<file path="src/sv/bawm_pkg.sv">
// Package of the bus address wildcard matcher: status codes, register
// indexes, lengths, the register set type and the unit test function.
package bawm_pkg;

  localparam int USER_CODE_BYTES = 6;
  localparam int LEN_W           = 4;
  localparam int DATA_W          = 64;
  localparam int UC_W            = 48;
  localparam int BYTE_W          = 8;
  localparam int UNIT_W          = 24;

  localparam logic [LEN_W-1:0] LEN_BCAST     = LEN_W'(0);
  localparam logic [LEN_W-1:0] LEN_SHORT     = LEN_W'(1);
  localparam logic [LEN_W-1:0] LEN_USER_CODE = LEN_W'(USER_CODE_BYTES);
  localparam logic [LEN_W-1:0] LEN_ID        = LEN_W'(9);

  localparam logic [UNIT_W-1:0] MASK_BYTE = 24'h0000FF;
  localparam logic [UNIT_W-1:0] MASK_HI   = 24'h0000F0;
  localparam logic [UNIT_W-1:0] MASK_LO   = 24'h00000F;
  localparam logic [UNIT_W-1:0] MASK_HEAD = 24'hFFFFFF;

  typedef enum logic [1:0] {
    ST_EXACT   = 2'd0,
    ST_WILD    = 2'd1,
    ST_FAIL    = 2'd2,
    ST_UC_FAIL = 2'd3
  } status_t;

  typedef enum logic [1:0] {
    CFG_SHORT_ADDR = 2'd0,
    CFG_USER_CODE  = 2'd1,
    CFG_ID_HEAD    = 2'd2,
    CFG_ID_TAIL    = 2'd3
  } cfg_idx_t;

  typedef struct packed {
    logic [BYTE_W-1:0] short_addr;
    logic [UC_W-1:0]   user_code;
    logic [DATA_W-1:0] id_head;
    logic [BYTE_W-1:0] id_tail;
  } own_cfg_t;

  // A unit is exact when the masked bits agree, wild when every masked
  // received bit is one, and a failure otherwise.
  function automatic status_t unit_check(input logic [UNIT_W-1:0] r,
                                         input logic [UNIT_W-1:0] o,
                                         input logic [UNIT_W-1:0] m);
    status_t st;
    if (((r ^ o) & m) == '0) begin
      st = ST_EXACT;
    end else if ((r & m) == m) begin
      st = ST_WILD;
    end else begin
      st = ST_FAIL;
    end
    return st;
  endfunction

  function automatic logic [UNIT_W-1:0] ext_byte(input logic [BYTE_W-1:0] b);
    return {{(UNIT_W-BYTE_W){1'b0}}, b};
  endfunction

endpackage

</file>
<file path="src/sv/bawm_cfg_regs.sv">
// Register set of the matcher: holds the node's own addresses.
// Depends on bawm_pkg.
module bawm_cfg_regs
  import bawm_pkg::*;
(
  input  logic              clk,
  input  logic              rst,
  input  logic              cfg_we,
  input  logic [1:0]        cfg_index,
  input  logic [DATA_W-1:0] cfg_data,
  output own_cfg_t          own
);

  always_ff @(posedge clk) begin
    if (rst) begin
      own <= '0;
    end else if (cfg_we) begin
      case (cfg_idx_t'(cfg_index))
        CFG_SHORT_ADDR: own.short_addr <= cfg_data[BYTE_W-1:0];
        CFG_USER_CODE:  own.user_code  <= cfg_data[UC_W-1:0];
        CFG_ID_HEAD:    own.id_head    <= cfg_data;
        CFG_ID_TAIL:    own.id_tail    <= cfg_data[BYTE_W-1:0];
        default: ;
      endcase
    end
  end

endmodule

</file>
<file path="src/sv/bawm_match.sv">
// Match logic of the matcher: one received address against the own addresses.
// Purely combinational; depends on bawm_pkg.
module bawm_match
  import bawm_pkg::*;
(
  input  logic [LEN_W-1:0]  addr_length,
  input  logic [DATA_W-1:0] recv_head,
  input  logic [BYTE_W-1:0] recv_tail,
  input  logic              user_code_flag,
  input  own_cfg_t          own,
  output status_t           status
);

  // Bytes of the own user code above the register width read as zero.
  logic [DATA_W-1:0] own_uc64;
  status_t           uc_a;
  status_t           uc_b;
  logic              uc_fail;
  logic              uc_wild;
  status_t           uc_st;
  status_t           u [10];
  logic              id_fail;
  logic              id_wild;
  status_t           id_st;
  status_t           short_st;

  assign own_uc64 = {{(DATA_W-UC_W){1'b0}}, own.user_code};

  always_comb begin
    uc_fail = 1'b0;
    uc_wild = 1'b0;
    uc_a    = ST_EXACT;
    uc_b    = ST_EXACT;
    for (int i = 0; i < USER_CODE_BYTES; i++) begin
      if (i == 0) begin
        uc_a = unit_check(ext_byte(recv_head[DATA_W-1 -: BYTE_W]),
                          ext_byte(own_uc64[BYTE_W*(USER_CODE_BYTES-1) +: BYTE_W]),
                          MASK_BYTE);
        uc_b = ST_EXACT;
      end else begin
        uc_a = unit_check(ext_byte(recv_head[DATA_W-1-BYTE_W*i -: BYTE_W]),
                          ext_byte(own_uc64[BYTE_W*(USER_CODE_BYTES-1-i) +: BYTE_W]),
                          MASK_HI);
        uc_b = unit_check(ext_byte(recv_head[DATA_W-1-BYTE_W*i -: BYTE_W]),
                          ext_byte(own_uc64[BYTE_W*(USER_CODE_BYTES-1-i) +: BYTE_W]),
                          MASK_LO);
      end
      uc_fail = uc_fail | (uc_a == ST_FAIL) | (uc_b == ST_FAIL);
      uc_wild = uc_wild | (uc_a == ST_WILD) | (uc_b == ST_WILD);
    end
    if (uc_fail) begin
      uc_st = user_code_flag ? ST_UC_FAIL : ST_FAIL;
    end else begin
      uc_st = uc_wild ? ST_WILD : ST_EXACT;
    end
  end

  // Node ID units: bytes 0..2 as one unit, then bytes and nibbles.
  assign u[0] = unit_check(recv_head[63:40], own.id_head[63:40], MASK_HEAD);
  assign u[1] = unit_check(ext_byte(recv_head[39:32]), ext_byte(own.id_head[39:32]), MASK_BYTE);
  assign u[2] = unit_check(ext_byte(recv_head[31:24]), ext_byte(own.id_head[31:24]), MASK_LO);
  assign u[3] = unit_check(ext_byte(recv_head[31:24]), ext_byte(own.id_head[31:24]), MASK_HI);
  assign u[4] = unit_check(ext_byte(recv_head[23:16]), ext_byte(own.id_head[23:16]), MASK_LO);
  assign u[5] = unit_check(ext_byte(recv_head[23:16]), ext_byte(own.id_head[23:16]), MASK_HI);
  assign u[6] = unit_check(ext_byte(recv_head[15:8]), ext_byte(own.id_head[15:8]), MASK_BYTE);
  assign u[7] = unit_check(ext_byte(recv_head[7:0]), ext_byte(own.id_head[7:0]), MASK_LO);
  assign u[8] = unit_check(ext_byte(recv_head[7:0]), ext_byte(own.id_head[7:0]), MASK_HI);
  assign u[9] = unit_check(ext_byte(recv_tail), ext_byte(own.id_tail), MASK_BYTE);

  always_comb begin
    id_fail = 1'b0;
    id_wild = 1'b0;
    for (int k = 0; k < 10; k++) begin
      id_fail = id_fail | (u[k] == ST_FAIL);
      id_wild = id_wild | (u[k] == ST_WILD);
    end
    // Units 1 and 2, 3 and 4, 5 through 7, and 8 and 9 must each agree.
    if (id_fail || (u[1] != u[2]) || (u[3] != u[4]) || (u[5] != u[6]) ||
        (u[6] != u[7]) || (u[8] != u[9])) begin
      id_st = ST_FAIL;
    end else begin
      id_st = id_wild ? ST_WILD : ST_EXACT;
    end
  end

  assign short_st = unit_check(ext_byte(recv_head[DATA_W-1 -: BYTE_W]),
                               ext_byte(own.short_addr), MASK_BYTE);

  always_comb begin
    if (addr_length == LEN_SHORT) begin
      status = short_st;
    end else if (addr_length == LEN_USER_CODE) begin
      status = uc_st;
    end else if (addr_length == LEN_ID) begin
      status = id_st;
    end else if (addr_length == LEN_BCAST) begin
      status = ST_WILD;
    end else begin
      status = ST_FAIL;
    end
  end

endmodule

</file>
<file path="src/sv/bus_address_wildcard_match_core.sv">
// Top level of the bus address wildcard matcher.
// Depends on bawm_pkg, bawm_cfg_regs and bawm_match.
//
// The matcher takes one received address item per clock cycle unless
// item_stall is high and returns one status per item, in order: the item is
// held in an input register, matched by shallow compare logic, and the
// status is held in a result register. A stall on the result side backs up
// through both registers, so up to two items can be in flight. The user must
// write own addresses through cfg only while idle; the block does not check.
module bus_address_wildcard_match_core
  import bawm_pkg::*;
(
  input  logic              clk,
  input  logic              rst,
  input  logic              cfg_we,
  input  logic [1:0]        cfg_index,
  input  logic [DATA_W-1:0] cfg_data,
  input  logic              item_valid,
  output logic              item_stall,
  input  logic [LEN_W-1:0]  addr_length,
  input  logic [DATA_W-1:0] recv_head,
  input  logic [BYTE_W-1:0] recv_tail,
  input  logic              user_code_flag,
  output logic              result_valid,
  input  logic              result_stall,
  output logic [1:0]        match_status
);

  own_cfg_t          own;
  logic              in_full;
  logic [LEN_W-1:0]  in_length;
  logic [DATA_W-1:0] in_head;
  logic [BYTE_W-1:0] in_tail;
  logic              in_flag;
  status_t           status;
  status_t           out_status;
  logic              adv_out;
  logic              adv_in;

  bawm_cfg_regs u_cfg (
    .clk       (clk),
    .rst       (rst),
    .cfg_we    (cfg_we),
    .cfg_index (cfg_index),
    .cfg_data  (cfg_data),
    .own       (own)
  );

  bawm_match u_match (
    .addr_length    (in_length),
    .recv_head      (in_head),
    .recv_tail      (in_tail),
    .user_code_flag (in_flag),
    .own            (own),
    .status         (status)
  );

  assign adv_out    = !result_valid || !result_stall;
  assign adv_in     = !in_full || adv_out;
  assign item_stall = !adv_in;

  always_ff @(posedge clk) begin
    if (rst) begin
      in_full <= 1'b0;
    end else if (adv_in) begin
      in_full <= item_valid;
    end
  end

  always_ff @(posedge clk) begin
    if (adv_in && item_valid) begin
      in_length <= addr_length;
      in_head   <= recv_head;
      in_tail   <= recv_tail;
      in_flag   <= user_code_flag;
    end
  end

  always_ff @(posedge clk) begin
    if (rst) begin
      result_valid <= 1'b0;
    end else if (adv_out) begin
      result_valid <= in_full;
    end
  end

  always_ff @(posedge clk) begin
    if (adv_out && in_full) begin
      out_status <= status;
    end
  end

  assign match_status = out_status;

endmodule

</file>
<file path="config.mk">
export PLATFORM = sky130hd
export DESIGN_NAME = bus_address_wildcard_match_core
export DESIGN_NICKNAME = d
export VERILOG_FILES = /design/src/sv/bawm_pkg.sv /design/src/sv/bawm_cfg_regs.sv /design/src/sv/bawm_match.sv /design/src/sv/bus_address_wildcard_match_core.sv
export SDC_FILE = /design/constraint.sdc
export NUM_CORES = 1
export LEC_CHECK = 0
export ABC_AREA = 1
export BUFFER_PORTS_ARGS = -buffer_cell sky130_fd_sc_hd__buf_2
export CORE_UTILIZATION = 30
export DETAILED_ROUTE_END_ITERATION = 7
export GPL_ROUTABILITY_DRIVEN = 0
export SLEW_MARGIN = 25
export SYNTH_ARGS = -nofsm -noshare
export SYNTH_HDL_FRONTEND = slang
export SYNTH_SLANG_ARGS = --single-unit
</file>
<file path="constraint.sdc">
create_clock -name clk -period 3.3 [get_ports clk]
set_input_delay 0.33 -clock clk [delete_from_list [all_inputs] [get_ports clk]]
set_output_delay 0.33 -clock clk [all_outputs]
set_load 0.005 [all_outputs]
</file>
# After elaboration in Yosys (flattened, before gate mapping)
# Cells that the tools add are included.
# Widths: inputs -> output; s select.
# totals
register_bits	209
latchBits	0
ram_bits	0
mem_bits_ro	0
input_bits	148
output_inout_bits	4
word_cells	222
mem_count	0
# op_classes
add_sub_neg	0
multipliers	0
n_div	0
magnitude_cmp	0
n_eq_ne	70
shift	0
n_mux	48
bitwise	52
n_reduce_logical	41
# ops
op	count
$logic_not 24->1	22
$xor 8x8->8	13
$mux 2	45
$eq 4x4->1 const B	13
$eq 2x2->1 const B	23
$eq 2x1->1 const B	22
$or 1x1->1	38
$eq 8x8->1 const B	4
$eq 24x24->1 const B	1
$xor 24x24->24	1
$ne 2x2->1	5
$reduce_and 2->1	4
$logic_or 1x1->1	7
$eq 4x1->1 const B	1
$eq 4x3->1 const B	1
$logic_not 1->1	4
$logic_not 4->1	1
$mux 1	3
$logic_and 1x1->1	2
$logic_not 2->1	1

# Longest topological paths before layout
# logic_depth
word_depth	22
mapped_depth	17
ltp_nobuf	17

# Modules after synthesis
# Synthesis repeated with hierarchy kept, for this count alone.
# unflattened
hier_cells	1470
area_unflattened_um2	10450.0
# modules_own_cells
module	n_inst	cells_per_inst	area_each_um2	seq_area_each_um2
bawm_cfg_regs	1	817	5281.3	2562.5
bawm_match	1	562	2705.1	0.0
bus_address_wildcard_match_core	1	91	2463.6	2412.3

# Worst setup path after synthesis
# Ideal clock, no wire load.
# synth_path
path_type	input to register
from	input port result_stall
to	register in_flag (enable)
setup_ns	0.431
t_arrival_ns	2.071
t_required_ns	2.869
path_slack_ns	0.798
cell_stages	5
path_buffers	0
cell_sequence	nand2_1 -> nor2_1 -> inv_1 -> nand2_1 -> inv_1
# synth_between
elab_chain_cells	4
# synth_lines
item	line_no	rtl
start, declared	bus_address_wildcard_match_core.sv:25	input logic result_stall,
$logic_not 1->1	bus_address_wildcard_match_core.sv:58	assign adv_out = !result_valid || !result_stall;
$logic_or 1x1->1	bus_address_wildcard_match_core.sv:58	
$logic_or 1x1->1	bus_address_wildcard_match_core.sv:59	assign adv_in = !in_full || adv_out;
$logic_and 1x1->1	bus_address_wildcard_match_core.sv:71	if (adv_in && item_valid) begin
end signal, assigned	bus_address_wildcard_match_core.sv:75	in_flag <= user_code_flag;
end, declared	bus_address_wildcard_match_core.sv:34	logic in_flag;
# No other way between the ends.
# A chain may end at the register's enable or synchronous reset.

# Final worst setup path
# layout_path
from	register in_head[36]
to	register out_status[1], in the netlist match_status[1], data pin
# layout_between
elab_chain_cells	22
elab_cells_between_ends	38
classes_between	eq/ne (5); mux (9); bitwise (17); reduce/logical (7)
# layout_lines
item	line_no	rtl
start, declared	bus_address_wildcard_match_core.sv:32	logic [DATA_W-1:0] in_head;
start signal, assigned	bus_address_wildcard_match_core.sv:73	in_head <= recv_head;
$xor 8x8->8 or $eq 8x8->1 (tied branches)	bawm_pkg.sv:49, bawm_pkg.sv:51	
$logic_not 24->1 or $mux 2 (tied branches)	bawm_pkg.sv:49, bawm_pkg.sv:51	
$mux 2	bawm_pkg.sv:49	if (((r ^ o) & m) == '0) begin
$eq 2x2->1	bawm_match.sv:74	id_fail = id_fail | (u[k] == ST_FAIL);
$or 1x1->1 (9 in a row)	bawm_match.sv:74	
$logic_or 1x1->1 (4 in a row)	bawm_match.sv:78	if (id_fail || (u[1] != u[2]) || (u[3] != u[4]) || (u[5] != u[6]) ||
$logic_or 1x1->1	bawm_match.sv:79	(u[6] != u[7]) || (u[8] != u[9])) begin
$mux 2	bawm_match.sv:78	
$mux 2	bawm_match.sv:94	end else if (addr_length == LEN_ID) begin
$mux 2 *	bawm_match.sv:92	end else if (addr_length == LEN_USER_CODE) begin
$mux 2 *	bawm_match.sv:90	if (addr_length == LEN_SHORT) begin
named net status[1]	bus_address_wildcard_match_core.sv:35	status_t status;
end signal, assigned	bus_address_wildcard_match_core.sv:89	out_status <= status;
end, declared	bus_address_wildcard_match_core.sv:36	status_t out_status;
# The timed path passes the listed nets; every way through them passes the cells marked *.

==> flow_summary.ini <==
[floorplan]
io_pins = 152
start_util_pct = 30.7
die_h_um = 180
core-area_um2 = 30900
rows = 64
fp.dieW_um = 180
die_area_um2 = 32400

[cts]
numClockSinks = 209
htree_levels = 1
cts-root-buf = clkbuf_16
cts_buffers = 23
cts_tree = yes
clk_path_buf_depth = 3
clk_pin_slew_ns = 0.06
clk_latency_ns = 0.51

[yosys]
syn-num-nets = 1337
netlist_instances = 1189
ys_top_cells_by_area = dfxtp_1 (27%), edfxtp_1 (25%), nand2_1 (16%)
syn_area_um2 = 9500
netlist_top_cells_count = nand2_1 (410), dfxtp_1 (130), inv_1 (127)
yosysTopAreaCell = dfxtp_1
seq_area_frac_synth_pct = 52.3
synth.avg_cell_area_um2 = 7.99
synth.most_common_cell = nand2_1
synth-seq-cells = 209
async_flop_share_pct = 0
synth_top_area_share_pct = 27.4
ys.warnings.count = 0
yosysUniqueCellTypes = 24
synth_edf_count = 79
synth-main-ff-cell = dfxtp_1

[status]
outcome = completed

[route]
drcViolationCount = 0
drt_iter0_drc = 418
ant_nets = 0
detail_route.first_pass.iterations = 5
wl_per_cell_um = 14.7
wirelength_mm = 26.6
vias = 8154
vias_per_cell = 4.50

[pwr]
cellPowerDensity_nw_per_um2 = 520
sw_frac_of_total_pct = 23.6
internal_power_mw = 4.82
power_frac_seq_pct = 46.2
comb_power_share_pct = 9.2
leakagePower_nw = 5.18
power.switching_mw = 1.49
ir_drop_v = 0.000315
p_clk_share_pct = 44.5

[sta]
worst_slew_pin_slew_ns = 0.952
fin_crit_sh_pct = 62.3
drv_slew = 0
fin_worst_skew_ns = 0.0152
period_needed_ns = 2.06
fin_ws_ns = 1.24
fin_tns_setup_ns = 0
rsz0062_at_grt = no
relSlewSlack_pct = 36.5
hold_violations = 0
clock.fmax_mhz = 486
setup_viol = 0

[worst_setup_path]
cp-end-kind = flop
path_class = flop to flop
cp.arrival_ns = 2.32
slowest_delay_ns = 0.49
cp_max_fo = 3
crit_family = simple AND/OR/NAND/NOR gates
required_ns = 3.56
worstPathCellList = xnor2_1, nand2_1, nor2_1, nand2_1, nand2_1, nand2_1, nor2_1, nand2_1, nor2_2, nand3_1, nand2_1, nand2_1, nand2_1, nand2_1
cp_common_cell = nand2_1
critPathSlowestCell = edfxtp_1
critPathBufInv = 0
start_kind = flop

[finish]
area_growth_pct = 27.6
fin_nets = 1542
nFillCells = 3193
drive_above_1_share_pct = 14.9

[placed_design]
port-buffer-count = 151
dp_slack_ns = 1.24
dp_hpwl_mm = 19.4

[flow_run]
max_cap_violations = 0

[global_route]
grt_antenna_before_repair = 4
grt_pass1_vias = 8136
grt_pass1_wl_mm = 42.8
gr-usage-all-layers_pct = 16.6
grt_max_degree = 70
grt_overflow = 0

[hold_path]
hold_class = primary input to flop
[routing by layer]
layer | track usage [%] | vias up | part of all wire (%)
li1 | - | 4225 | -
met1 | 22.1 | 3696 | 47
met2 | 27.3 | 187 | 46
met3 | 2.65 | 46 | 4.1
met4 | 5.69 | 0 | 2.6
met5 | 0 | - | 0
[cell type report]
| type | instances | area [um^2] | share of cell area (%) |
|---|---|---|---|
| multi-input cells | 807 | 3870 | 32.0 |
| clock inverters | 12 | 166 | 1.37 |
| well taps | 396 | 495 | 4.09 |
| flip-flops and latches | 209 | 4970 | 41.0 |
| clock buffers | 29 | 671 | 5.53 |
| diodes | 4 | 10.0 | 0.0826 |
| repair buffers | 218 | 1420 | 11.7 |
| inverters | 135 | 507 | 4.18 |
[power groups by stage]
stage | Clock [mW] | Sequential (mW) | Combinational, mW
6_report | 2.81 | 2.92 | 0.581
5_1_grt | 2.99 | 2.93 | 0.660
4_1_cts | 2.88 | 2.92 | 0.579
3_5_place_dp | 0 | 2.97 | 0.529
3_3_place_gp | 0 | 2.97 | 0.521
2_1_floorplan | 0 | 2.94 | 0.329
[path summary, 6_finish.rpt]
| check | from | cells past startpoint | to | slack [ns] |
|---|---|---|---|---|
| hold / removal | recv_head[48] | 1 | in_head[48]$_DFFE_PP_ | 0.02 |
| setup / recovery | in_head[36]$_DFFE_PP_ | 14 | match_status[1]$_DFFE_PP_ | 1.24 |
| hold reg to reg | u_cfg.own[75]$_SDFFE_PP0P_ | 2 | u_cfg.own[75]$_SDFFE_PP0P_ | 0.47 |
| setup reg to reg | in_head[36]$_DFFE_PP_ | 14 | match_status[1]$_DFFE_PP_ | 1.24 |
[layout by cell type, fill, tap and decap left out, types with 2 or more instances in the layout]
cell type        n
a211oi_1        51
a21oi_1         83
buf_2          150
buf_4            7
bufinv_16        4
clkbuf_16       25
clkbuf_8         3
clkinv_1         4
clkinvlp_4       2
dfxtp_1        130
diode_2          4
dlygate4sd3_1   60
edfxtp_1        79
inv_1          126
inv_2            8
nand2_1        410
nand3_1         26
nand4_1         34
nor2_1         113
nor2_2           5
nor4_1           3
xnor2_1         51
xor2_1          25
[through the flow]
stage / util, % / cells / power, mW / hold WS [ns] / cell area (um^2)
2_1_floorplan: - / 1189 / 3.27 / 0.429 / 9500
3_3_place_gp: 34.5 / 1705 / 3.49 / 0.463 / 10700
3_5_place_dp: 34.5 / 1705 / 3.50 / 0.466 / 10700
4_1_cts: 38.9 / 1796 / 6.37 / 0.0000242 / 12000
5_1_grt: 39.2 / 1810 / 6.58 / 0.000950 / 12100
6_report: 39.2 / 1810 / 6.31 / 0.0170 / 12100
[worst reg2reg max path: cells and delay by family (launching register included)]
kind	cells	cell delay, ns
XOR/XNOR	1	0.19
AND/OR/NAND/NOR	13	1.14
flip-flops	1	0.49
[logic make-up (layout without fill, tap and decap cells)]
| kind of cell | count (synthesis) | after routing | share of synthesized area (%) |
|---|---|---|---|
| buffers and inverters | 173 | 394 | 6.89 |
| AND/OR/NAND/NOR | 596 | 596 | 25.3 |
| flip-flops | 209 | 209 | 52.3 |
| AO/OA/AOI/OAI | 135 | 135 | 8.48 |
| other | 0 | 4 | 0 |
| XOR/XNOR | 76 | 76 | 7.00 |
[state kept, by name (all words and copies together), names as in the netlist]
| register | count |
|---|---|
| u_cfg.own | 128 |
| in_tail | 8 |
| in_head | 64 |
| in_length | 4 |
| result_valid | 1 |
| match_status | 2 |
| in_flag | 1 |
| in_full | 1 |
[repair_timing]
action	4_1_cts	5_1_grt
gates resized for setup	0	0
setup endpoints to repair	0	0
buffers inserted	0	0
hold endpoints to repair	50	10
hold buffers	50	10
No activity file was read; power rests on OpenSTA's default activity.
